===== src/rtl/ofem_pkg.sv =====
`default_nettype none

package ofem_pkg;

    localparam int FRAME_MAX      = 1024;
    localparam int SAMPLE_BITS    = 16;
    localparam int FRAME_LOG2_MAX = $clog2(FRAME_MAX);
    localparam int FL_MIN         = 4;
    localparam int FL_W           = $clog2(FRAME_LOG2_MAX + 1);
    localparam int ADDR_W         = FRAME_LOG2_MAX;
    localparam int LEN_W          = FRAME_LOG2_MAX + 1;
    localparam int HOP_CFG_W      = 11;
    localparam int CNT_W          = (LEN_W > HOP_CFG_W) ? LEN_W : HOP_CFG_W;
    localparam int SKIP_W         = 16;

    localparam int SQ_W           = 2 * SAMPLE_BITS - 1;
    localparam int DIFF_W         = SQ_W + 1;
    localparam int SUM_W          = SQ_W + FRAME_LOG2_MAX;
    localparam int Q_FRAC         = 2 * (SAMPLE_BITS - 1);
    localparam int SH_R           = (Q_FRAC >= 30) ? Q_FRAC - 30 : 0;
    localparam int SH_L           = (Q_FRAC >= 30) ? 0 : 30 - Q_FRAC;
    localparam int QW             = SUM_W + SH_L;
    localparam int MEAN_W         = 31;
    localparam int LEVEL_W        = 32;

    localparam int Q_DEPTH        = 8;
    localparam int Q_PTR_W        = $clog2(Q_DEPTH);
    localparam int Q_CNT_W        = $clog2(Q_DEPTH + 1);

    localparam int SQ_STEPS       = 16;
    localparam int STEP_W         = $clog2(SQ_STEPS);
    localparam int SHIFT_W        = 5;
    localparam int NEG_W          = SHIFT_W + SQ_STEPS;
    localparam int PROD_W         = 39;

    localparam logic [17:0]        TEN_LOG10_2_Q16  = 18'd197284;
    localparam logic [23:0]        TEN_LOG10_96_Q16 = 24'd1299101;
    localparam logic [LEVEL_W-1:0] DB_FLOOR         = 32'hFFFF_A000;
    localparam logic [MEAN_W-1:0]  MEAN_MAX         = 31'h4000_0000;

    localparam int REG_COUNT  = 4;
    localparam int REG_IDX_W  = $clog2(REG_COUNT);
    localparam int APB_AW     = REG_IDX_W + 2;
    localparam int APB_DW     = 32;

    localparam logic [REG_IDX_W-1:0] REG_FRAME_LOG2   = 2'd0;
    localparam logic [REG_IDX_W-1:0] REG_HOP_LENGTH   = 2'd1;
    localparam logic [REG_IDX_W-1:0] REG_LINEAR_SCALE = 2'd2;
    localparam logic [REG_IDX_W-1:0] REG_START_SKIP   = 2'd3;

    localparam logic [3:0]           RST_FRAME_LOG2   = 4'd10;
    localparam logic [HOP_CFG_W-1:0] RST_HOP_LENGTH   = 11'd512;

    typedef struct packed {
        logic [3:0]           frame_log2;
        logic [HOP_CFG_W-1:0] hop_length;
        logic                 linear_scale;
        logic [SKIP_W-1:0]    start_skip;
    } t_cfg;

    typedef struct packed {
        logic                     emit;
        logic signed [DIFF_W-1:0] diff;
    } t_q_item;

    typedef struct packed {
        logic               empty;
        logic               full;
        logic [Q_CNT_W-1:0] count;
    } t_q_stat;

    typedef struct packed {
        logic a_valid;
        logic b_valid;
    } t_front_stat;

    typedef struct packed {
        logic              valid;
        logic              linear;
        logic [MEAN_W-1:0] mean;
    } t_db_job;

    function automatic logic [FL_W-1:0] frame_shift(input logic [3:0] fl_cfg);
        int v;
        v = int'(fl_cfg);
        if (v < FL_MIN) v = FL_MIN;
        if (v > FRAME_LOG2_MAX) v = FRAME_LOG2_MAX;
        return FL_W'(v);
    endfunction

endpackage

`default_nettype wire


===== src/rtl/ofem_fifo.sv =====
`default_nettype none

module ofem_fifo (
    input  wire logic              i_clk,
    input  wire logic              i_rst_n,
    input  wire logic              i_push,
    input  wire ofem_pkg::t_q_item i_item,
    input  wire logic              i_pop,
    output      ofem_pkg::t_q_item o_item,
    output      ofem_pkg::t_q_stat o_stat
);

    ofem_pkg::t_q_item r_mem [ofem_pkg::Q_DEPTH];

    logic [ofem_pkg::Q_PTR_W-1:0] r_wr, r_rd;
    logic [ofem_pkg::Q_CNT_W-1:0] r_count;

    always_ff @(posedge i_clk) begin
        if (i_push) r_mem[r_wr] <= i_item;
    end

    always_ff @(posedge i_clk) begin
        if (!i_rst_n) begin
            r_wr    <= '0;
            r_rd    <= '0;
            r_count <= '0;
        end else begin
            if (i_push) r_wr <= r_wr + ofem_pkg::Q_PTR_W'(1);
            if (i_pop)  r_rd <= r_rd + ofem_pkg::Q_PTR_W'(1);
            case ({i_push, i_pop})
                2'b10:   r_count <= r_count + ofem_pkg::Q_CNT_W'(1);
                2'b01:   r_count <= r_count - ofem_pkg::Q_CNT_W'(1);
                default: r_count <= r_count;
            endcase
        end
    end

    assign o_item       = r_mem[r_rd];
    assign o_stat.count = r_count;
    assign o_stat.empty = r_count == '0;
    assign o_stat.full  = r_count == ofem_pkg::Q_CNT_W'(ofem_pkg::Q_DEPTH);

endmodule

`default_nettype wire


===== config.mk =====
export PLATFORM = sky130hd
export DESIGN_NAME = ofem_fifo
export DESIGN_NICKNAME = d
export VERILOG_FILES = /design/src/rtl/ofem_pkg.sv /design/src/rtl/ofem_fifo.sv
export SDC_FILE = /design/constraint.sdc
export NUM_CORES = 1
export LEC_CHECK = 0
export BUFFER_PORTS_ARGS = -buffer_cell sky130_fd_sc_hd__buf_2
export CAP_MARGIN = 20
export CORE_MARGIN = 2
export CORE_UTILIZATION = 64
export DETAILED_ROUTE_END_ITERATION = 10
export GPL_TIMING_DRIVEN = 0
export PLACE_DENSITY = 0.92
export SLEW_MARGIN = 30
export SYNTH_ARGS = -nofsm -noshare
export SYNTH_HDL_FRONTEND = slang
export SYNTH_SLANG_ARGS = --single-unit

===== constraint.sdc =====
create_clock -name i_clk -period 6.42 [get_ports i_clk]
set_input_delay 0.642 -clock i_clk [delete_from_list [all_inputs] [get_ports i_clk]]
set_output_delay 0.642 -clock i_clk [all_outputs]
set_load 0.02 [all_outputs]

After elaboration in Yosys (flattened, before gate mapping) --
Memories as Yosys holds them, arrays and structs flattened. A register that Yosys moved wholly into a read port is not among the register bits. Index checks and enable logic that the tools add are counted.
Word-level totals: register bits 10, memory bits (writable) 264, input port bits 37, output and inout bits 39, logic and storage cells 18, memories kept 1
Cells by class: $add $sub $neg 4, eq/ne operators 3, multiplexer cells 5, reduce and logical (&&, ||, !) cells 2
Memory list:
- r_mem | words 8, bits a word 33, read ports 1, clocked after Yosys merged registers in 1, wr ports 1, line ofem_fifo.sv:13 | ofem_pkg::t_q_item r_mem [ofem_pkg::Q_DEPTH];
Operators by type and width (number):
- $pmux W4 S2 | 1
- $add A3 B1 Y3 const B | 2
- $mux W3 | 2
- $add A4 B1 Y4 const B | 1
- $eq A4 B4 Y1 const B | 1
- $logic_not A4 Y1 | 1
- $sub A4 B1 Y4 const B | 1
- $eq A2 B1 Y1 const B | 1
- $eq A2 B2 Y1 const B | 1
- $mux W1 | 2
- $reduce_bool A2 Y1 | 1

Depth between registers and ports, before layout --
depth after elaboration 3, mapped depth 8, mapped depth without buffers 8

Least setup slack after synthesis --
Ideal clock, no wire load.
path type input port to flip-flop, start point input i_push, end point memory r_mem[0][0] in the netlist's numbering (enable), library setup time 0.464 ns, data arrival time 3.010 ns, required time 5.956 ns, setup slack 2.946 ns, cell stages on the path 2, buffers on the path 0, cells stage by stage nand2b_1 > nor3_1
Between the ends: cells in the longest elaborated chain, start to end 2
Ends and longest elaborated chain:
- from (decl) | line ofem_fifo.sv:6 | input wire logic i_push,
- $mux W1 | line ofem_fifo.sv:19 | if (i_push) r_mem[r_wr] <= i_item;
- $mux W1 (implied by the code) | line ofem_fifo.sv:19
- to (decl) | line ofem_fifo.sv:13
Every way passes these cells.

==> reports/qor.txt <==
CTS Hold Bufs -> 0
Synth area leaders -> edfxtp_1 75%, mux4_2 12%, mux2_2 3.6%
Clk_skew -> 0.0156 ns
RSZ-0062 raised after global routing -> no
First drt pass iteration count -> 5
Fill cells -> 813
Leakage dissipation -> 0.00420 uW
WL/cell -> 28.6 um
Fmax -> 0.300 GHz
Die Y -> 133 um
Die area -> 0.0176 sq mm
Clk sink count -> 277
Layout cells sized above 1 -> 41.2%
Num CTS Buffers -> 26
Global placement routability congestion -> 0.708
Via density per instance -> 6.47
Cell accounting for the most synthesized area -> edfxtp_1
GRT busiest layer -> met2
Antenna violations before repair -> 0
Grt met1 use -> 37.6%
Hold Path Class -> in -> reg
CTS tree -> built
Placement Rows -> 47
WL final -> 23300 um
Post-Synth Simple-Gate Area -> 1.62%
DRT iter0 DRCs -> 471
Grt met3 use -> 5.10%
Total of max-cap violations -> 0
Root Driver -> clkbuf_16
Pre-CTS WS -> 3.77 ns
Gr usage total -> 27.3%
Mapped cell area -> 0.0106 sq mm
Post-synthesis sequential area ratio -> 77.2%
XOR/XNOR share of the synthesized area -> 0.578%
Final Power -> 4110 uW
Slew Viols, Final -> 0
Setup violators final -> 0
Syn Nets -> 494
Post_cts resized -> 0
Flop2flop setup slack -> 4.26 ns
Status -> finished, final reports clean
Remaining DRCs -> 0
Average size of a mapped cell -> 23.5 sq um
Starting Density -> 64.7%
Final Hold Viols -> 0
#FFs+latches synth -> 277
Share of Yosys cell area claimed by the top area cell type -> 74.7%
CP Capture Type -> output pin
Width of the die -> 133 um
Layout area overhead -> 18.6%
Cell variety after synth -> 31
Core area -> 0.0164 sq mm
Remaining antenna violation count after routing -> 0
CTS Buffer Depth -> 3
H-tree Lvls -> 1
Post-CTS Setup Inserts -> 0
Final period demand of the worst path -> 3.33 ns
Worst setup margin -> 3.09 ns
Kind of critical path -> reg -> out
Grt total ovfl -> 0
Dpl hpwl -> 13600 um
Final nets -> 617
Synth Area in Compound Gates -> 0.330%
Post-synthesis mux area share -> 18.4%
Clock slew at reported path FFs -> 0.07 ns
Setup_tns -> 0 ns
Ports -> 76
Worst-margin pin slew -> 0.811 ns
Routing usage on met2 -> 45.6%
Syn Inst Count -> 452
Critical Path Start Type -> flip-flop
Crit-path max FO -> 10
First-pass GRT wire length -> 34800 um
CP Data Required Time -> 5.78 ns
Largest family of logic cells by synthesized area -> multiplexers
Clock Latency Late Sink -> 0.52 ns
# port buffers -> 75
CP arrival -> 2.69 ns
Peak VDD IR -> 0.211 mV
Cell Pwr Density -> 326 mW/mm^2
Maximum number of pins on one net before global-route repair -> 18
Vias -> 5269
Adder-Cell Fraction of Synth Area -> 0.590%
Yosys warns -> 0
Vias in the first global route -> 5590
Tcrit/Tclk final -> 51.9%
Slew Limit Headroom -> 46.0%
==> cells in the mapped netlist <==
cell type and instances:
dfxtp_1 13, o41ai_1 1, mux4_1 10, clkbuf_1 8, ha_1 5, o21ai_0 1
a21boi_0 1, mux2i_1 4, mux2_2 34, nor4b_1 2, or3_1 1, nor2_1 6
and2_1 6, a41oi_1 1, a21oi_1 1, nor3_1 3, xnor2_1 3, nand2b_1 4
mux4_2 56, buf_6 4, nor4_1 1, buf_2 5, clkbuf_2 1, inv_1 1
buf_8 1, xor2_1 4, nor2b_1 3, edfxtp_1 264, clkbuf_4 1, dlymetal6s2s_1 1
nand2_1 6
==> metrics by stage <==
step	cells	area, sq um	hold WS [ns]	utilization, %
5_1_grt	814	12600	0.387	76.7
2_1_floorplan	452	10600	0.512	-
4_1_cts	814	12600	0.376	76.7
3_5_place_dp	767	11700	0.505	71.1
3_3_place_gp	747	11300	0.477	68.6
6_report	815	12600	0.391	76.7
==> power breakdown <==
| group | internal (uW) | switching (uW) | total (uW) |
|---|---|---|---|
| logic | 182 | 229 | 410 |
| registers | 2030 | 23.3 | 2050 |
| clock network | 1000 | 637 | 1640 |
| total | 3220 | 889 | 4110 |
==> path summary, 6_finish.rpt <==
kind                            depth (start not counted)                       to                     from
worst min register to register                          2  r_count[3]$_SDFFE_PN0P_  r_count[3]$_SDFFE_PN0P_
worst max-delay path                                    5                o_item[3]                flip-flop
worst max register to register                          5   r_mem[0][16]$_DFFE_PP_     r_wr[2]$_SDFFE_PN0P_
worst min-delay path                                    1   r_mem[7][16]$_DFFE_PP_               i_item[16]
==> final cells by class <==
cell class / instances / area [sq um] / area share, %
Buffer: 21 / 140 / 1.11
Antenna cell: 1 / 2.50 / 0.0199
Tap cell: 220 / 275 / 2.19
Sequential cell: 277 / 8190 / 65.0
Multi-Input combinational cell: 153 / 2330 / 18.5
Clock buffer: 30 / 687 / 5.46
Clock inverter: 17 / 230 / 1.83
Timing Repair Buffer: 95 / 728 / 5.79
Inverter: 1 / 3.75 / 0.0298
==> sequential cells by signal, summed over array words and instances (netlist names), named ones only <==
name / flops
r_rd: 3
r_wr: 3
r_mem: 264
r_count: 4
==> cells in the final DEF (no fill, tap or decap), drive strengths merged <==
cell and n:
edfxtp 264, mux2i 4, nor4b 2, mux4 66, dlymetal6s2s 1, a21oi 1, buf 105, nor3 3
xor2 4, nor4 1, dfxtp 13, inv 1, clkinv 11, nand2b 4, bufinv 6, nand2 6
nor2 6, a41oi 1, clkbuf 40, xnor2 3, o41ai 1, or3 1, ha 5, diode 1
a21boi 1, nor2b 3, o21ai 1, mux2 34, and2 6
==> critical path, cell delays in order (launching register included) <==
cell and delay (ns):
dfxtp_1 0.37, clkbuf_1 0.52, buf_2 0.42, mux4_2 0.38, mux2_2 0.31, buf_2 0.18
==> routing by layer <==
metal	wire [um]	part of all wire, %
met5	0	0
met3	1740	7.5
met2	12000	52
met1	8920	38
met4	606	2.6
==> cell families after synthesis <==
group | Yosys count
flops | 277
buf+inv | 22
xor+xnor | 7
compound gates | 5
simple gates | 32
fa+ha+maj | 5
mux | 104
No activity file was read; power rests on OpenSTA's default activity.
