`config.mk`:
```
export PLATFORM = sky130hd
export DESIGN_NAME = ofem_accum
export DESIGN_NICKNAME = d
export VERILOG_FILES = /design/src/rtl/ofem_pkg.sv /design/src/rtl/ofem_accum.sv
export SDC_FILE = /design/constraint.sdc
export NUM_CORES = 1
export LEC_CHECK = 0
export ABC_AREA = 1
export BUFFER_PORTS_ARGS = -buffer_cell sky130_fd_sc_hd__buf_2
export CORE_ASPECT_RATIO = 1.75
export CORE_MARGIN = 5
export CORE_UTILIZATION = 54
export CTS_CLUSTER_SIZE = 8
export DETAILED_ROUTE_END_ITERATION = 10
export PLACE_DENSITY_LB_ADDON = 0.2
export SLEW_MARGIN = 10
export SYNTH_ARGS = -nofsm -noshare
export SYNTH_HDL_FRONTEND = slang
export SYNTH_SLANG_ARGS = --single-unit
```
`constraint.sdc`:
```
create_clock -name i_clk -period 2.6 [get_ports i_clk]
set_input_delay 0.39 -clock i_clk [delete_from_list [all_inputs] [get_ports i_clk]]
set_output_delay 0.39 -clock i_clk [all_outputs]
set_load 0.005 [all_outputs]
```
`src/rtl/ofem_pkg.sv`:
```
`default_nettype none

package ofem_pkg;

    localparam int FRAME_MAX      = 1024;
    localparam int SAMPLE_BITS    = 16;
    localparam int FRAME_LOG2_MAX = $clog2(FRAME_MAX);
    localparam int FL_MIN         = 4;
    localparam int FL_W           = $clog2(FRAME_LOG2_MAX + 1);
    localparam int ADDR_W         = FRAME_LOG2_MAX;
    localparam int LEN_W          = FRAME_LOG2_MAX + 1;
    localparam int HOP_CFG_W      = 11;
    localparam int CNT_W          = (LEN_W > HOP_CFG_W) ? LEN_W : HOP_CFG_W;
    localparam int SKIP_W         = 16;

    localparam int SQ_W           = 2 * SAMPLE_BITS - 1;
    localparam int DIFF_W         = SQ_W + 1;
    localparam int SUM_W          = SQ_W + FRAME_LOG2_MAX;
    localparam int Q_FRAC         = 2 * (SAMPLE_BITS - 1);
    localparam int SH_R           = (Q_FRAC >= 30) ? Q_FRAC - 30 : 0;
    localparam int SH_L           = (Q_FRAC >= 30) ? 0 : 30 - Q_FRAC;
    localparam int QW             = SUM_W + SH_L;
    localparam int MEAN_W         = 31;
    localparam int LEVEL_W        = 32;

    localparam int Q_DEPTH        = 8;
    localparam int Q_PTR_W        = $clog2(Q_DEPTH);
    localparam int Q_CNT_W        = $clog2(Q_DEPTH + 1);

    localparam int SQ_STEPS       = 16;
    localparam int STEP_W         = $clog2(SQ_STEPS);
    localparam int SHIFT_W        = 5;
    localparam int NEG_W          = SHIFT_W + SQ_STEPS;
    localparam int PROD_W         = 39;

    localparam logic [17:0]        TEN_LOG10_2_Q16  = 18'd197284;
    localparam logic [23:0]        TEN_LOG10_96_Q16 = 24'd1299101;
    localparam logic [LEVEL_W-1:0] DB_FLOOR         = 32'hFFFF_A000;
    localparam logic [MEAN_W-1:0]  MEAN_MAX         = 31'h4000_0000;

    localparam int REG_COUNT  = 4;
    localparam int REG_IDX_W  = $clog2(REG_COUNT);
    localparam int APB_AW     = REG_IDX_W + 2;
    localparam int APB_DW     = 32;

    localparam logic [REG_IDX_W-1:0] REG_FRAME_LOG2   = 2'd0;
    localparam logic [REG_IDX_W-1:0] REG_HOP_LENGTH   = 2'd1;
    localparam logic [REG_IDX_W-1:0] REG_LINEAR_SCALE = 2'd2;
    localparam logic [REG_IDX_W-1:0] REG_START_SKIP   = 2'd3;

    localparam logic [3:0]           RST_FRAME_LOG2   = 4'd10;
    localparam logic [HOP_CFG_W-1:0] RST_HOP_LENGTH   = 11'd512;

    typedef struct packed {
        logic [3:0]           frame_log2;
        logic [HOP_CFG_W-1:0] hop_length;
        logic                 linear_scale;
        logic [SKIP_W-1:0]    start_skip;
    } t_cfg;

    typedef struct packed {
        logic                     emit;
        logic signed [DIFF_W-1:0] diff;
    } t_q_item;

    typedef struct packed {
        logic               empty;
        logic               full;
        logic [Q_CNT_W-1:0] count;
    } t_q_stat;

    typedef struct packed {
        logic a_valid;
        logic b_valid;
    } t_front_stat;

    typedef struct packed {
        logic              valid;
        logic              linear;
        logic [MEAN_W-1:0] mean;
    } t_db_job;

    function automatic logic [FL_W-1:0] frame_shift(input logic [3:0] fl_cfg);
        int v;
        v = int'(fl_cfg);
        if (v < FL_MIN) v = FL_MIN;
        if (v > FRAME_LOG2_MAX) v = FRAME_LOG2_MAX;
        return FL_W'(v);
    endfunction

endpackage

`default_nettype wire

```
`src/rtl/ofem_accum.sv`:
```
`default_nettype none

module ofem_accum (
    input  wire logic              i_clk,
    input  wire logic              i_rst_n,
    input  wire ofem_pkg::t_cfg    i_cfg,
    input  wire logic              i_restart,
    input  wire ofem_pkg::t_q_item i_item,
    input  wire logic              i_empty,
    output      logic              o_pop,
    output      ofem_pkg::t_db_job o_job,
    input  wire logic              i_job_ready
);

    logic [ofem_pkg::SUM_W-1:0] r_sum;
    logic                       r_pend;

    logic [ofem_pkg::FL_W-1:0]  fl;
    logic [ofem_pkg::SUM_W-1:0] mean_raw;
    logic [ofem_pkg::QW-1:0]    mean_q;

    assign fl       = ofem_pkg::frame_shift(i_cfg.frame_log2);
    assign o_pop    = !i_empty && (!r_pend || i_job_ready);
    assign mean_raw = r_sum >> fl;
    assign mean_q   = ofem_pkg::QW'(mean_raw >> ofem_pkg::SH_R) << ofem_pkg::SH_L;

    always_ff @(posedge i_clk) begin
        if (!i_rst_n) begin
            r_sum  <= '0;
            r_pend <= 1'b0;
        end else if (i_restart) begin
            r_sum  <= '0;
            r_pend <= 1'b0;
        end else if (o_pop) begin
            r_sum  <= r_sum + ofem_pkg::SUM_W'(i_item.diff);
            r_pend <= i_item.emit;
        end else if (i_job_ready) begin
            r_pend <= 1'b0;
        end
    end

    assign o_job.valid  = r_pend;
    assign o_job.linear = i_cfg.linear_scale;
    assign o_job.mean   = (mean_q > ofem_pkg::QW'(ofem_pkg::MEAN_MAX))
                          ? ofem_pkg::MEAN_MAX : mean_q[ofem_pkg::MEAN_W-1:0];

endmodule

`default_nettype wire

```
Word level (Yosys, flattened, before mapping)
Index checks and enable logic that the tools add are counted.
Word-level totals
  logic and storage cells: 19
  input bits: 70
  bits in registers: 42
  output and inout bits: 34
Operators by class
  shifts and indexed selects: 1
  $lt $le $gt $ge: 3
  reduce and logical (&&, ||, !) cells: 6
  bitwise logic cells: 1
  $add $sub $neg: 1
  multiplexer cells: 5
Operator list (number)
  adder 41 bit: 1
  > comparator 41 x 31 -> 1 bit (second input constant): 1
  >> shifter 41 x 4 -> 41 bit: 1
  > comparator 32 x 5 -> 1 bit (second input constant): 1
  two-way mux 31 bit: 1
  two-way mux 4 bit: 2
  less-than comparator 4 x 3 -> 1 bit (second input constant): 1
  zero test 1 bit: 2
  two-way mux 1 bit: 2
  nonzero test 2 bit: 1
  OR reduction 2 bit: 1
  logical AND 1 bit: 1
  logical OR 1 bit: 1
  NOT 1 bit: 1

Depth between registers and ports, before layout
  word-level depth: 7
  mapped depth: 18
  gate-level depth less buffers: 18

Worst setup path before layout
Ideal clock, no wire load.
  kind: input to output
  from: input port i_cfg[31] in the netlist's numbering
  to: output port o_job[20] in the netlist's numbering
  slack: 0.233 ns
  data arrival time: 1.977 ns
  stages: 15
  cell sequence: buf_4 o21ai_1 nand2_1 buf_6 buf_6 nand3_1 nand3_1 nand2_1 nand2_1 nor2_1 nand2_1 nor2_1 nand3_2 buf_6 a21oi_1
RTL lines
  start, declared: RTL line ofem_accum.sv:6  | input wire ofem_pkg::t_cfg i_cfg,
  end, declared: RTL line ofem_accum.sv:11  | output ofem_pkg::t_db_job o_job,

==> flow_summary.rst <==
.. list-table::
   :header-rows: 1

   * - Metric
     - Value
   * - Sort of element at the start of the critical path
     - input port
   * - Hold-fix buffer count after cts
     - 0
   * - Clock tree skew after final layout
     - just over 0.006 ns
   * - Number of library cell types mapped by synthesis
     - 37
   * - Clock tree from TritonCTS
     - yes
   * - Most Frequent Cell on Critical Path
     - sky130_fd_sc_hd__nand2_1
   * - Effective utilization at floorplan
     - a little under three fifths
   * - Average wire per cell in the routed design
     - between 15 and 20 microns
   * - Worst EP arrival
     - 2.75 ns
   * - DIE AREA
     - 13700 sq um
   * - Relative max-transition margin
     - between 50% and 60%
   * - Buffers from clock root to sink, at most
     - 2
   * - Final critical-path setup slack
     - -0.535 ns
   * - Critical Path Sink Type
     - primary output
   * - Residual DRC count
     - 0
   * - Top cell type by total area after synthesis
     - sky130_fd_sc_hd__nand3_1
   * - Global routing usage summed across all routing layers
     - 31.0%
   * - Row Count
     - 51
   * - Overall power
     - between 3000 and 4000 uW
   * - Yosys Warn Count
     - 0
   * - Standard cell core area
     - 11200 sq um
   * - CTS sink cnt
     - 42
   * - Post-layout minimum cycle time
     - 3.14 ns
   * - Count of final setup violators
     - 31
   * - Cell with the most instances after synthesis
     - sky130_fd_sc_hd__nand2_1
   * - Slowest cell on the critical path
     - sky130_fd_sc_hd__buf_6
   * - Post-Synthesis Cell Area
     - 6170 sq um
   * - Clk Latency, worst-skew pair
     - 0.30 ns
   * - Wire length of the first global-routing pass
     - 35000 microns
   * - Clk pin slew, worst setup/hold paths
     - about 0.06 ns
   * - Number of antenna violations at the first check in global routing
     - 0
   * - Total I/O pin count
     - 104
   * - Post-Route WL
     - ~26000 microns
   * - Final Slew Violations
     - 0
   * - Initial DRC Count
     - about 670
   * - Number of buffers inserted by port buffering
     - 74
   * - Synth Register Bits
     - 42
   * - Area growth, synth to finish
     - 35.1%
   * - Routability Congestion
     - 1.03
   * - Via-per-instance ratio
     - between 6 and 7
   * - Gate Count Post-Synth
     - 1116
   * - Area share of the leading cell type in the synthesized netlist
     - 16.6%
   * - Die Span Y
     - around 150 microns
   * - Maximum vdd ir drop
     - 0.346 mV
   * - Cell-by-cell trace of the critical path
     - buf_2 -> nand2_2 -> nand2_4 -> nand2_8 -> nand2_8 -> buf_12 -> buf_6 -> nand2_2 -> nand3_2 -> nand3_1 -> nand2_1 -> nand2_1 -> nor2_1 -> nand2_1 -> nor2_2 -> nand3_4 -> buf_6 -> a21oi_1 -> buf_2
   * - Fraction of layout instances using a drive strength above 1
     - 25.9%
   * - Critical path buffer and inverter count
     - 5
   * - Main area contributors after synthesis
     - sky130_fd_sc_hd__nand3_1 (17%), sky130_fd_sc_hd__nand2_1 (16%), sky130_fd_sc_hd__dfxtp_1 (14%), sky130_fd_sc_hd__inv_1 (10%), sky130_fd_sc_hd__a21oi_1 (9.2%)
   * - Fmax achieved
     - 319 MHz
   * - Post-synthesis net count
     - 1227
   * - Worst-path maximum fanout
     - 7
   * - Max-capacitance violation count
     - 0
   * - Predominant post-synthesis flop cell
     - sky130_fd_sc_hd__dfxtp_1
   * - Total inserted antenna cells
     - 0
   * - Vias in the first global route
     - 7520
   * - Overflow left after global routing
     - 0
   * - Half-perimeter wire length after detailed placement
     - 17200 microns
   * - Synthesized area per cell
     - 5.53 sq um
   * - Result of the run
     - finished, violations left
   * - Total clock buffers created by CTS
     - 5
   * - Placed Instances
     - 1357
   * - Post-synth top cells
     - sky130_fd_sc_hd__nand2_1 (256), sky130_fd_sc_hd__nand3_1 (205), sky130_fd_sc_hd__inv_1 (165)
   * - Antenna Violating Nets Remaining
     - 0
   * - Sequential cell area fraction in the yosys report
     - a little over an eighth
   * - Setup TNS
     - -14.81 ns
   * - Worst Min Path Start
     - i_item[32]
   * - Type of the worst min-delay path
     - input port to register
   * - DIE WIDTH
     - 90.8 microns
   * - Post-placement setup slack
     - -0.350 ns
   * - Pin count of the biggest net entering global routing
     - between 60 and 70
   * - Worst setup path startpoint
     - i_cfg[29]
   * - Hold Vio Cnt, Final
     - 0
   * - Router iterations before antenna repair
     - 5
   * - Crit Path Class
     - input port to primary output
   * - Root Buffer
     - sky130_fd_sc_hd__clkbuf_16
   * - Ratio of final minimum period to clock period
     - 121%
   * - Violated checks
     - negative setup slack
   * - Fraction of registers with async set or reset after synthesis
     - 0%
   * - Worst reg2reg startpoint
     - r_sum[0]
   * - Leakage
     - about 0.0043 uW
   * - Setup repair after global routing missed its margin
     - true
   * - Layout net count
     - between 1000 and 1500
   * - CTS H-tree lvls
     - 2
   * - Slew at the pin closest to its max-slew limit
     - 0.622 ns
   * - Top delay family on crit path
     - simple AND/OR/NAND/NOR gates
   * - Via count of the routed design
     - roughly 8300
   * - Critical path's largest stage delay
     - 0.19 ns
   * - Post-synth EDFFs
     - 0
   * - Critical path required time
     - between 2 and 2.5 ns
   * - Total power density per cell area
     - between 300 and 400 nW/um^2
   * - Non-filler cells in the finished layout
     - 1387
==> tightest hold or removal path, cell delays in order <==
cell and delay [ns]:
sky130_fd_sc_hd__buf_2 0.09, sky130_fd_sc_hd__nand2_1 0.05, sky130_fd_sc_hd__a21oi_1 0.05
==> worst paths after layout <==
kind / end / slack, ns / cells after the start
max: o_job[10] / -0.54 / 19
min reg2reg: r_sum[2] / 0.50 / 2
max reg2reg: r_sum[32] / 0.20 / 17
min: r_pend / 0.35 / 3
==> cells in the final DEF, fill, tap and decap left out, types with 3 or more instances in the layout <==
cell type,instances
sky130_fd_sc_hd__a21boi_0,3
sky130_fd_sc_hd__a21o_1,4
sky130_fd_sc_hd__a21oi_1,97
sky130_fd_sc_hd__a21oi_2,23
sky130_fd_sc_hd__a31oi_1,5
sky130_fd_sc_hd__buf_12,9
sky130_fd_sc_hd__buf_2,71
sky130_fd_sc_hd__buf_4,77
sky130_fd_sc_hd__buf_6,9
sky130_fd_sc_hd__clkbuf_16,12
sky130_fd_sc_hd__dfxtp_1,42
sky130_fd_sc_hd__ha_1,40
sky130_fd_sc_hd__inv_1,164
sky130_fd_sc_hd__nand2_1,219
sky130_fd_sc_hd__nand2_2,27
sky130_fd_sc_hd__nand2_4,7
sky130_fd_sc_hd__nand2_8,3
sky130_fd_sc_hd__nand3_1,139
sky130_fd_sc_hd__nand3_2,67
sky130_fd_sc_hd__nand3b_1,3
sky130_fd_sc_hd__nand4_1,7
sky130_fd_sc_hd__nor2_1,84
sky130_fd_sc_hd__nor2_4,3
sky130_fd_sc_hd__nor3_1,10
sky130_fd_sc_hd__nor4_1,3
sky130_fd_sc_hd__o21ai_0,67
sky130_fd_sc_hd__o21bai_1,5
sky130_fd_sc_hd__xnor2_1,6
sky130_fd_sc_hd__xor2_1,18
==> where the power goes <==
part           total, uW  internal, uW  leakage (uW)  switching [uW]
Sequential           701           678      0.000344            23.7
Clock                866           578     0.0000971             288
Combinational       1620           640       0.00391             981
==> cell type report <==
cell class / count / area, sq um
clock buffer: 6 / 139
clock inverter: 2 / 60.1
fill: 940 / 2830
inverter: 166 / 636
multi-input combinational: 862 / 5040
sequential: 42 / 841
tap: 132 / 165
timing repair buffer: 176 / 1450
timing repair inverter: 1 / 11.3
==> metrics by stage <==
step           cell area [sq um]  util [%]  hold WS (ns)
5_1_grt                     8340      74.6         0.370
2_1_floorplan               6170         -         0.459
6_report                    8340      74.6         0.346
3_5_place_dp                7090      63.5         0.491
4_1_cts                     7410      66.3         0.345
3_3_place_gp                7090      63.5         0.472
==> state kept, by name (all words and copies together) (netlist names) <==
register,flops
r_sum,41
r_pend,1
==> per-layer routing <==
metal,vias up,GRT usage (%),wire (microns)
met4,0,14.8,2150
met3,162,2.09,1520
met2,433,59.7,13200
li1,3965,-,-
met5,-,0,0
met1,3777,33.9,9040
==> repair_timing <==
action / CTS / global route
setup endpoints to repair: 31 / 36
resized for setup: 14 / 156
pin swaps: 3 / 37
buffers inserted: 1 / 9
cloned: 2 / 11
==> cell families (layout without fill, tap and decap cells) <==
group	after synthesis	in the layout	synth area share [%]
DFF	42	42	13.6
buffers and inverters	212	351	14.7
AOI/OAI and AO/OA	217	217	19.1
and+or+nand+nor	580	580	40.7
adders and majority gates	41	41	8.44
xor gates and xnor gates	24	24	3.41
Note: power is estimated with default switching activity, not from simulation.
