`src/rtl/ofem_pkg.sv`:
```
`default_nettype none

package ofem_pkg;

    localparam int FRAME_MAX      = 1024;
    localparam int SAMPLE_BITS    = 16;
    localparam int FRAME_LOG2_MAX = $clog2(FRAME_MAX);
    localparam int FL_MIN         = 4;
    localparam int FL_W           = $clog2(FRAME_LOG2_MAX + 1);
    localparam int ADDR_W         = FRAME_LOG2_MAX;
    localparam int LEN_W          = FRAME_LOG2_MAX + 1;
    localparam int HOP_CFG_W      = 11;
    localparam int CNT_W          = (LEN_W > HOP_CFG_W) ? LEN_W : HOP_CFG_W;
    localparam int SKIP_W         = 16;

    localparam int SQ_W           = 2 * SAMPLE_BITS - 1;
    localparam int DIFF_W         = SQ_W + 1;
    localparam int SUM_W          = SQ_W + FRAME_LOG2_MAX;
    localparam int Q_FRAC         = 2 * (SAMPLE_BITS - 1);
    localparam int SH_R           = (Q_FRAC >= 30) ? Q_FRAC - 30 : 0;
    localparam int SH_L           = (Q_FRAC >= 30) ? 0 : 30 - Q_FRAC;
    localparam int QW             = SUM_W + SH_L;
    localparam int MEAN_W         = 31;
    localparam int LEVEL_W        = 32;

    localparam int Q_DEPTH        = 8;
    localparam int Q_PTR_W        = $clog2(Q_DEPTH);
    localparam int Q_CNT_W        = $clog2(Q_DEPTH + 1);

    localparam int SQ_STEPS       = 16;
    localparam int STEP_W         = $clog2(SQ_STEPS);
    localparam int SHIFT_W        = 5;
    localparam int NEG_W          = SHIFT_W + SQ_STEPS;
    localparam int PROD_W         = 39;

    localparam logic [17:0]        TEN_LOG10_2_Q16  = 18'd197284;
    localparam logic [23:0]        TEN_LOG10_96_Q16 = 24'd1299101;
    localparam logic [LEVEL_W-1:0] DB_FLOOR         = 32'hFFFF_A000;
    localparam logic [MEAN_W-1:0]  MEAN_MAX         = 31'h4000_0000;

    localparam int REG_COUNT  = 4;
    localparam int REG_IDX_W  = $clog2(REG_COUNT);
    localparam int APB_AW     = REG_IDX_W + 2;
    localparam int APB_DW     = 32;

    localparam logic [REG_IDX_W-1:0] REG_FRAME_LOG2   = 2'd0;
    localparam logic [REG_IDX_W-1:0] REG_HOP_LENGTH   = 2'd1;
    localparam logic [REG_IDX_W-1:0] REG_LINEAR_SCALE = 2'd2;
    localparam logic [REG_IDX_W-1:0] REG_START_SKIP   = 2'd3;

    localparam logic [3:0]           RST_FRAME_LOG2   = 4'd10;
    localparam logic [HOP_CFG_W-1:0] RST_HOP_LENGTH   = 11'd512;

    typedef struct packed {
        logic [3:0]           frame_log2;
        logic [HOP_CFG_W-1:0] hop_length;
        logic                 linear_scale;
        logic [SKIP_W-1:0]    start_skip;
    } t_cfg;

    typedef struct packed {
        logic                     emit;
        logic signed [DIFF_W-1:0] diff;
    } t_q_item;

    typedef struct packed {
        logic               empty;
        logic               full;
        logic [Q_CNT_W-1:0] count;
    } t_q_stat;

    typedef struct packed {
        logic a_valid;
        logic b_valid;
    } t_front_stat;

    typedef struct packed {
        logic              valid;
        logic              linear;
        logic [MEAN_W-1:0] mean;
    } t_db_job;

    function automatic logic [FL_W-1:0] frame_shift(input logic [3:0] fl_cfg);
        int v;
        v = int'(fl_cfg);
        if (v < FL_MIN) v = FL_MIN;
        if (v > FRAME_LOG2_MAX) v = FRAME_LOG2_MAX;
        return FL_W'(v);
    endfunction

endpackage

`default_nettype wire

```
`src/rtl/ofem_if.sv`:
```
`default_nettype none


interface ofem_level_if;
    logic                                 valid;
    logic                                 ready;
    logic signed [ofem_pkg::LEVEL_W-1:0] level;

    modport source (output valid, output level, input ready);
    modport sink   (input valid, input level, output ready);
endinterface

`default_nettype wire

```
`src/rtl/ofem_db.sv`:
```
`default_nettype none

module ofem_db (
    input  wire logic              i_clk,
    input  wire logic              i_rst_n,
    input  wire ofem_pkg::t_db_job i_job,
    output      logic              o_job_ready,
    ofem_level_if.source           o_level_ch
);

    typedef enum logic [2:0] {
        S_IDLE,
        S_NORM,
        S_SQR,
        S_MUL,
        S_FIN,
        S_DONE
    } t_state;

    t_state r_state;

    logic [ofem_pkg::MEAN_W-1:0]   r_x;
    logic [ofem_pkg::SHIFT_W-1:0]  r_s;
    logic [ofem_pkg::SQ_STEPS-1:0] r_frac;
    logic [ofem_pkg::STEP_W-1:0]   r_i;
    logic [ofem_pkg::PROD_W-1:0]   r_prod;
    logic [ofem_pkg::LEVEL_W-1:0]  r_res;
    logic                          r_out_valid;
    logic [ofem_pkg::LEVEL_W-1:0]  r_out_level;

    logic [2*ofem_pkg::MEAN_W-1:0] sq;
    logic [ofem_pkg::MEAN_W:0]     sq_q;
    logic [ofem_pkg::NEG_W-1:0]    neg;
    logic [ofem_pkg::PROD_W:0]     rnd;
    logic [23:0]                   mag;
    logic [23:0]                   mag_r;
    logic                          out_free;

    assign sq       = r_x * r_x;
    assign sq_q     = sq[2*ofem_pkg::MEAN_W-1:30];
    assign neg      = {r_s, {ofem_pkg::SQ_STEPS{1'b0}}} - ofem_pkg::NEG_W'(r_frac);
    assign rnd      = ofem_pkg::PROD_W'(r_prod) + (ofem_pkg::PROD_W + 1)'(32768);
    assign mag      = 24'(rnd >> 16) + ofem_pkg::TEN_LOG10_96_Q16;
    assign mag_r    = (mag + 24'd128) >> 8;
    assign out_free = !r_out_valid || o_level_ch.ready;

    always_ff @(posedge i_clk) begin
        if (!i_rst_n) begin
            r_state     <= S_IDLE;
            r_out_valid <= 1'b0;
        end else begin
            if (o_level_ch.ready && r_state != S_DONE) r_out_valid <= 1'b0;
            case (r_state)
                S_IDLE: begin
                    if (i_job.valid) begin
                        r_x    <= i_job.mean;
                        r_s    <= '0;
                        r_frac <= '0;
                        r_i    <= '0;
                        if (i_job.linear) begin
                            r_res   <= ofem_pkg::LEVEL_W'(i_job.mean);
                            r_state <= S_DONE;
                        end else if (i_job.mean == '0) begin
                            r_res   <= ofem_pkg::DB_FLOOR;
                            r_state <= S_DONE;
                        end else begin
                            r_state <= S_NORM;
                        end
                    end
                end
                S_NORM: begin
                    if (r_x[ofem_pkg::MEAN_W-1]) begin
                        r_state <= S_SQR;
                    end else if (r_x[ofem_pkg::MEAN_W-1 -: 8] == '0) begin
                        r_x <= r_x << 8;
                        r_s <= r_s + ofem_pkg::SHIFT_W'(8);
                    end else begin
                        r_x <= r_x << 1;
                        r_s <= r_s + ofem_pkg::SHIFT_W'(1);
                    end
                end
                S_SQR: begin
                    if (sq_q[ofem_pkg::MEAN_W]) begin
                        r_x    <= sq_q[ofem_pkg::MEAN_W:1];
                        r_frac <= {r_frac[ofem_pkg::SQ_STEPS-2:0], 1'b1};
                    end else begin
                        r_x    <= sq_q[ofem_pkg::MEAN_W-1:0];
                        r_frac <= {r_frac[ofem_pkg::SQ_STEPS-2:0], 1'b0};
                    end
                    r_i <= r_i + ofem_pkg::STEP_W'(1);
                    if (r_i == ofem_pkg::STEP_W'(ofem_pkg::SQ_STEPS - 1)) r_state <= S_MUL;
                end
                S_MUL: begin
                    r_prod  <= ofem_pkg::PROD_W'(neg * ofem_pkg::TEN_LOG10_2_Q16);
                    r_state <= S_FIN;
                end
                S_FIN: begin
                    r_res   <= ofem_pkg::LEVEL_W'(0) - ofem_pkg::LEVEL_W'(mag_r);
                    r_state <= S_DONE;
                end
                S_DONE: begin
                    if (out_free) begin
                        r_out_valid <= 1'b1;
                        r_out_level <= r_res;
                        r_state     <= S_IDLE;
                    end
                end
                default: r_state <= S_IDLE;
            endcase
        end
    end

    assign o_job_ready      = r_state == S_IDLE;
    assign o_level_ch.valid = r_out_valid;
    assign o_level_ch.level = r_out_level;

endmodule

`default_nettype wire

```
`src/flat_wrapper.sv`:
```
// flat-port wrapper written by rule: the top's interface ports become plain ports
module ofem_db_flat 
  (i_clk, i_rst_n, i_job, o_job_ready, o_level_ch_valid, o_level_ch_level, o_level_ch_ready);
  ofem_level_if o_level_ch_i ();
  input  wire logic i_clk;
  input  wire logic i_rst_n;
  input  wire ofem_pkg::t_db_job i_job;
  output      logic o_job_ready;
  output wire logic [$bits(o_level_ch_i.valid)-1:0] o_level_ch_valid;
  output wire logic [$bits(o_level_ch_i.level)-1:0] o_level_ch_level;
  input wire logic [$bits(o_level_ch_i.ready)-1:0] o_level_ch_ready;
  assign o_level_ch_valid = o_level_ch_i.valid;
  assign o_level_ch_level = o_level_ch_i.level;
  assign o_level_ch_i.ready = o_level_ch_ready;
  ofem_db u_core (.i_clk(i_clk), .i_rst_n(i_rst_n), .i_job(i_job), .o_job_ready(o_job_ready), .o_level_ch(o_level_ch_i));
endmodule
```
`config.mk`:
```
export PLATFORM = sky130hd
export DESIGN_NAME = ofem_db_flat
export DESIGN_NICKNAME = d
export VERILOG_FILES = /design/src/rtl/ofem_pkg.sv /design/src/rtl/ofem_if.sv /design/src/rtl/ofem_db.sv /design/src/flat_wrapper.sv
export SDC_FILE = /design/constraint.sdc
export NUM_CORES = 2
export LEC_CHECK = 0
export BUFFER_PORTS_ARGS = -buffer_cell sky130_fd_sc_hd__buf_2
export CORE_MARGIN = 10
export CORE_UTILIZATION = 60
export CTS_BUF_LIST = sky130_fd_sc_hd__clkbuf_2 sky130_fd_sc_hd__clkbuf_4 sky130_fd_sc_hd__clkbuf_8
export CTS_CLUSTER_DIAMETER = 60
export CTS_CLUSTER_SIZE = 20
export DETAILED_ROUTE_END_ITERATION = 8
export GPL_ROUTABILITY_DRIVEN = 0
export GPL_TIMING_DRIVEN = 0
export PLACE_DENSITY = 0.77
export SYNTH_ARGS = -nofsm -noshare
export SYNTH_HDL_FRONTEND = slang
export SYNTH_SLANG_ARGS = --single-unit
```
`constraint.sdc`:
```
create_clock -name i_clk -period 15.3 [get_ports i_clk]
set_clock_uncertainty 0.15 [all_clocks]
set_input_delay 1.53 -clock i_clk [delete_from_list [all_inputs] [get_ports i_clk]]
set_output_delay 1.53 -clock i_clk [all_outputs]
set_load 0.005 [all_outputs]
```
# Word level (Yosys, flattened, before mapping)
# Cells that the tools add are included.
dict set report op_classes {
  reduce_logical 18
  n_addsub 8
  magnitude_cmp 0
  n_mul 2
  bitwise_logic 0
  mux 28
  n_div 0
  eq_ne 13
  shifts 0
}
# op n
set op_table {}
lappend op_table {{31-bit two-way mux} 4}
lappend op_table {{32-bit two-way mux} 3}
lappend op_table {{31-bit one-hot mux with 3 select lines} 1}
lappend op_table {{32-bit one-hot mux with 2 select lines} 1}
lappend op_table {{31-bit by 31-bit multiplier with 62-bit output} 1}
lappend op_table {{39-bit by 16-bit adder with 40-bit output (second input constant)} 1}
lappend op_table {{21-bit by 16-bit multiplier with 37-bit output (second input constant)} 1}
lappend op_table {{16-bit one-hot mux with 2 select lines} 1}
lappend op_table {{31-bit logical NOT} 1}
lappend op_table {{24-bit by 21-bit adder with 24-bit output (second input constant)} 1}
lappend op_table {{24-bit by 8-bit adder with 24-bit output (second input constant)} 1}
lappend op_table {{21-bit by 16-bit subtractor with 21-bit output} 1}
lappend op_table {{3-bit two-way mux} 6}
lappend op_table {{3-bit one-hot mux with 6 select lines} 1}
lappend op_table {{1-bit by 16-bit subtractor with 17-bit output (first input constant)} 1}
lappend op_table {{16-bit two-way mux} 1}
lappend op_table {{4-bit AND reduction} 4}
lappend op_table {{5-bit two-way mux} 3}
lappend op_table {{5-bit one-hot mux with 2 select lines} 1}
lappend op_table {{3-bit AND reduction} 3}
lappend op_table {{8-bit logical NOT} 1}
lappend op_table {{4-bit one-hot mux with 2 select lines} 1}
lappend op_table {{3-bit by 2-bit == test with 1-bit output (second input constant)} 2}
lappend op_table {{3-bit == test (second input constant)} 2}
lappend op_table {{other kinds (18)} 26}
dict set report totals {
  regBits 161
  mem_bits_rw 0
  input_bits 36
  memories 0
  mem_bits_ro 0
  elab_cells 79
  latchBits 0
  out_inout_bits 34
}

# Longest topological paths before layout
dict set report depth {
  word_depth 5
  depth_mapped 32
  depth_no_buf 28
}

# Least setup slack after synthesis
# Ideal clock, no wire load.
dict set report synth_timing {
  path_type {reg2reg}
  start {register u_core.r_x[4] (netlist name)}
  end {register u_core.r_x[22] (netlist name), data pin}
  setup_ns 0.275
  arrival_ns 7.702
  path_stages_with_launch 31
  n_path_buf 4
  path_slack_ns 7.173
  required_time_ns 14.875
  synth_period_minus_slack_ns 8.127
  path_cell_list {edfxtp_1 -> clkbuf_1 -> clkbuf_1 -> nand2_1 -> fa_1 -> inv_1 -> fa_1 -> fa_1 -> inv_1 -> fa_1 -> inv_1 -> fa_1 -> fa_1 -> fa_1 -> inv_1 -> fa_1 -> inv_1 -> ha_1 -> a21oi_1 -> o21ai_0 -> a21oi_1 -> o21ai_0 -> a221oi_1 -> a211oi_2 -> o21ai_0 -> and3_1 -> or2_1 -> buf_4 -> buf_6 -> mux2i_1 -> o221ai_1}
}
dict set report synth_via {
  elab_chain_len 3
}
# element line
set synth_lines {}
lappend synth_lines {{start, declared} ofem_db.sv:22} ;# logic [ofem_pkg::MEAN_W-1:0] r_x;
lappend synth_lines {{start signal, assigned} ofem_db.sv:56} ;# r_x <= i_job.mean;
lappend synth_lines {{start signal, assigned} ofem_db.sv:75} ;# r_x <= r_x << 8;
lappend synth_lines {{start signal, assigned} ofem_db.sv:78} ;# r_x <= r_x << 1;
lappend synth_lines {{31-bit by 31-bit multiplier with 62-bit output} ofem_db.sv:39} ;# assign sq = r_x * r_x;
lappend synth_lines {{31-bit two-way mux} ofem_db.sv:83} ;# if (sq_q[ofem_pkg::MEAN_W]) begin
lappend synth_lines {{31-bit one-hot mux with 3 select lines} ofem_db.sv:53} ;# case (r_state)
# No other way between the ends.
# A chain may end at the register's enable or synchronous reset.

# Final worst setup path
dict set report layout_timing {
  start {register u_core.r_x[13] (netlist name)}
  end {register u_core.r_x[5] (netlist name), data pin}
}
# Same word-level chain as after synthesis.

==> flow_metrics.py <==
metrics = {
    "sta": {
        "min_period_ns": 11.47,
        "setup_tns_ns": 0,
        "hold_viol_final": 0,
        "setup_viol": 0,
        "fin_crit_sh_pct": 75.0,
        "grt_setup_unrepaired": "no",
        "slew_viol_final": 0,
        "relSlewSlack_pct": 19.1,
        "worstMarginPinSlew_ns": 1.21,
        "fmax_mhz": 87.2,
        "holdWs_ns": 0.268,
        "fin_ws_ns": 3.83,
    },
    "placement": {
        "preCtsSetupSlack_ns": 4.31,
        "numPortBuffers": 69,
        "hpwl_um": 89900,
        "dpl_cell_area_um2": 40200,
    },
    "grt": {
        "grt.overflow.total": 0,
        "met3_usage_pct": 6.75,
        "antenna_found_initial": 2,
        "grt_max_degree": 33,
        "grt_pass1_wl_um": 168000,
        "grt_most_used_layer": "met2",
        "globalRouteMet1Util_pct": 35.9,
        "met2_usage_pct": 47.8,
        "track_usage_pct": 29.3,
        "grt_pass1_vias": 30300,
    },
    "finish": {
        "final_area_um2": 40600,
        "syn2layout_area_growth_pct": 4.65,
        "final_layout_size_suffix_gt1_share_pct": 3.72,
        "layout.nets": 5364,
    },
    "setup_path": {
        "crit_top_cell": "fa_1",
        "cpMaxStageDelayCell": "clkbuf_1",
        "critPathCaptureType": "flop",
        "crit_required_ns": 15.36,
        "worstPathArrival_ns": 11.53,
        "cp_max_fo": 10,
        "crit_family": "adder cells",
        "crit_path_start_kind": "flop",
        "path_buf_inv": 7,
        "critical_path_class": "flop to flop",
        "cp_slowest_stage_delay_ns": 0.90,
    },
    "clock_network": {
        "clk_latency_ns": 0.48,
        "ctsRootBufferMaster": "clkbuf_8",
        "cts_tree": "yes",
        "hold_buffers": 0,
        "cts_inserted_buffers": 17,
        "numClockSinks": 148,
        "cts_resized": 0,
        "cts_setup_buffers": 0,
        "htreeDepth": 4,
        "cts_buffer_depth": 2,
        "clk_pin_slew_ns": 0.09,
    },
    "synthesis": {
        "synthSimpleGateAreaFrac_pct": 11.4,
        "synth_warnings": 0,
        "synth_compound_area_share_pct": 6.37,
        "seq_area_frac_synth_pct": 11.4,
        "synth_edf_count": 144,
        "syn_inst": 3985,
        "synth_mux_area_share_pct": 0.626,
        "synthesis.area_um2": 38800,
        "synth_xor_area_share_pct": 3.18,
        "syn_nets": 5275,
        "synth_top_family_by_area": "adder cells",
        "async_flop_share_pct": 0,
        "ys.flop_type": "edfxtp_1",
        "synth_cell_type_count": 89,
        "ys_seq_elements": 148,
        "syn_avg_cell_area_um2": 9.73,
        "yosys.area_share.adder_pct": 56.0,
    },
    "die": {
        "dieHeight_um": 274,
        "start_util_pct": 60.4,
        "die_area_um2": 75200,
        "die_x_um": 274,
        "rows": 93,
        "io_pins": 70,
        "core-area_um2": 64200,
    },
    "hold_path": {
        "timing.hold.worst.class": "flop to flop",
    },
    "flow_run": {
        "cap_violations": 0,
    },
    "drt": {
        "drt-initial-drc-count": 2909,
        "viasPerCell": 5.80,
        "drt_wl_total_um": 107000,
        "firstDrtPassIters": 7,
        "wl_per_cell_um": 21.7,
        "drcViolationCount": 0,
        "vias": 28700,
        "ant_nets": 0,
    },
    "run_status": {
        "status": "finished, final reports clean",
    },
}
-- layout by cell type (no fill, tap or decap), types with 42 or more instances in the layout --
cell type,instances
edfxtp_1,144
ha_1,453
buf_2,76
and2_1,202
nor2_1,131
fa_1,801
xor2_1,58
nand2_1,363
xnor2_1,81
o21ai_0,68
nand3_1,42
inv_1,995
a21oi_1,131
clkbuf_1,124
-- synthesized netlist by cell type (8+ instances only) --
| cell | instances | area [um^2] |
|---|---|---|
| inv_1 | 995 | 3730 |
| fa_1 | 801 | 16000 |
| ha_1 | 453 | 5670 |
| nand2_1 | 363 | 1360 |
| and2_1 | 202 | 1260 |
| edfxtp_1 | 144 | 4320 |
| nor2_1 | 133 | 499 |
| a21oi_1 | 131 | 656 |
| clkbuf_1 | 124 | 465 |
| xnor2_1 | 81 | 709 |
| o21ai_0 | 68 | 340 |
| xor2_1 | 58 | 508 |
| nand3_1 | 42 | 210 |
| a21o_1 | 39 | 293 |
| nand2b_1 | 30 | 188 |
| mux2i_1 | 22 | 220 |
| nor3_1 | 21 | 105 |
| nor4_1 | 18 | 113 |
| nand4_1 | 17 | 106 |
| nor2b_1 | 17 | 106 |
| a31oi_1 | 16 | 100 |
| o211ai_1 | 16 | 120 |
| and3_1 | 15 | 93.8 |
| o21a_1 | 13 | 97.6 |
| o21bai_1 | 12 | 90.1 |
| o221ai_1 | 10 | 87.6 |
| a211oi_1 | 8 | 60.1 |
-- worst reg2reg max path, delay by kind of cell (launching register included) --
| kind | cells | cell delay (ns) |
|---|---|---|
| DFF | 1 | 0.64 |
| and+or+nand+nor | 5 | 1.66 |
| adders and majority gates | 9 | 4.54 |
| buffers and inverters | 7 | 2.09 |
| AOI/OAI and AO/OA | 6 | 1.86 |
| muxes | 1 | 0.28 |
-- sequential cells by signal (all words and copies together), names as in the netlist --
name and flops:
u_core.r_s 5, u_core.o_level_ch.level 32, u_core.r_prod 24, u_core.r_res 32
u_core.r_frac 16, u_core.o_level_ch.valid 1, u_core.r_x 31, u_core.r_state 3
u_core.r_i 4
-- logic make-up (layout without fill, tap and decap cells) --
logic type / Yosys count / count (layout)
muxes: 24 / 24
and+or+nand+nor: 902 / 902
buffers and inverters: 1136 / 1238
DFF: 148 / 148
xor gates and xnor gates: 140 / 140
other: 0 / 3
adders and majority gates: 1255 / 1255
AOI/OAI and AO/OA: 380 / 380
-- routing by layer --
layer	share of wire (%)	up-vias	wire (um)
met5	0	-	0
met4	6.6	0	7130
met3	11	449	11600
met2	47	1680	50100
met1	36	14100	38300
li1	-	12400	-
-- stage by stage --
stage          instances  utilization (%)
4_1_cts             4942             63.2
3_5_place_dp        4910             62.6
2_1_floorplan       3985                -
3_3_place_gp        4909             62.6
5_1_grt             4942             63.2
6_report            4945             63.2
-- worst paths after layout --
kind                                                     to  cells after the start  slack, ns              from
worst min-delay path            u_core.o_level_ch.level[15]                      0       0.27  u_core.r_res[15]
worst max-delay path                          u_core.r_x[5]                     28       3.83    u_core.r_x[13]
worst max register to register                u_core.r_x[5]                     28       3.83    u_core.r_x[13]
worst min register to register  u_core.o_level_ch.level[15]                      0       0.27  u_core.r_res[15]
-- cell type report --
cell class / instances / area [um^2]
Inverter: 999 / 3750
Fill cell: 5232 / 23600
Antenna cell: 3 / 7.51
Timing Repair Buffer: 70 / 360
Sequential cell: 148 / 4400
Tap cell: 855 / 1070
Clock inverter: 15 / 120
Buffer: 137 / 553
Clock buffer: 17 / 234
Multi-Input combinational cell: 2701 / 30100
Power is not shown: default switching activity piles up to over one toggle a cycle in this logic, so the estimate is an artifact.
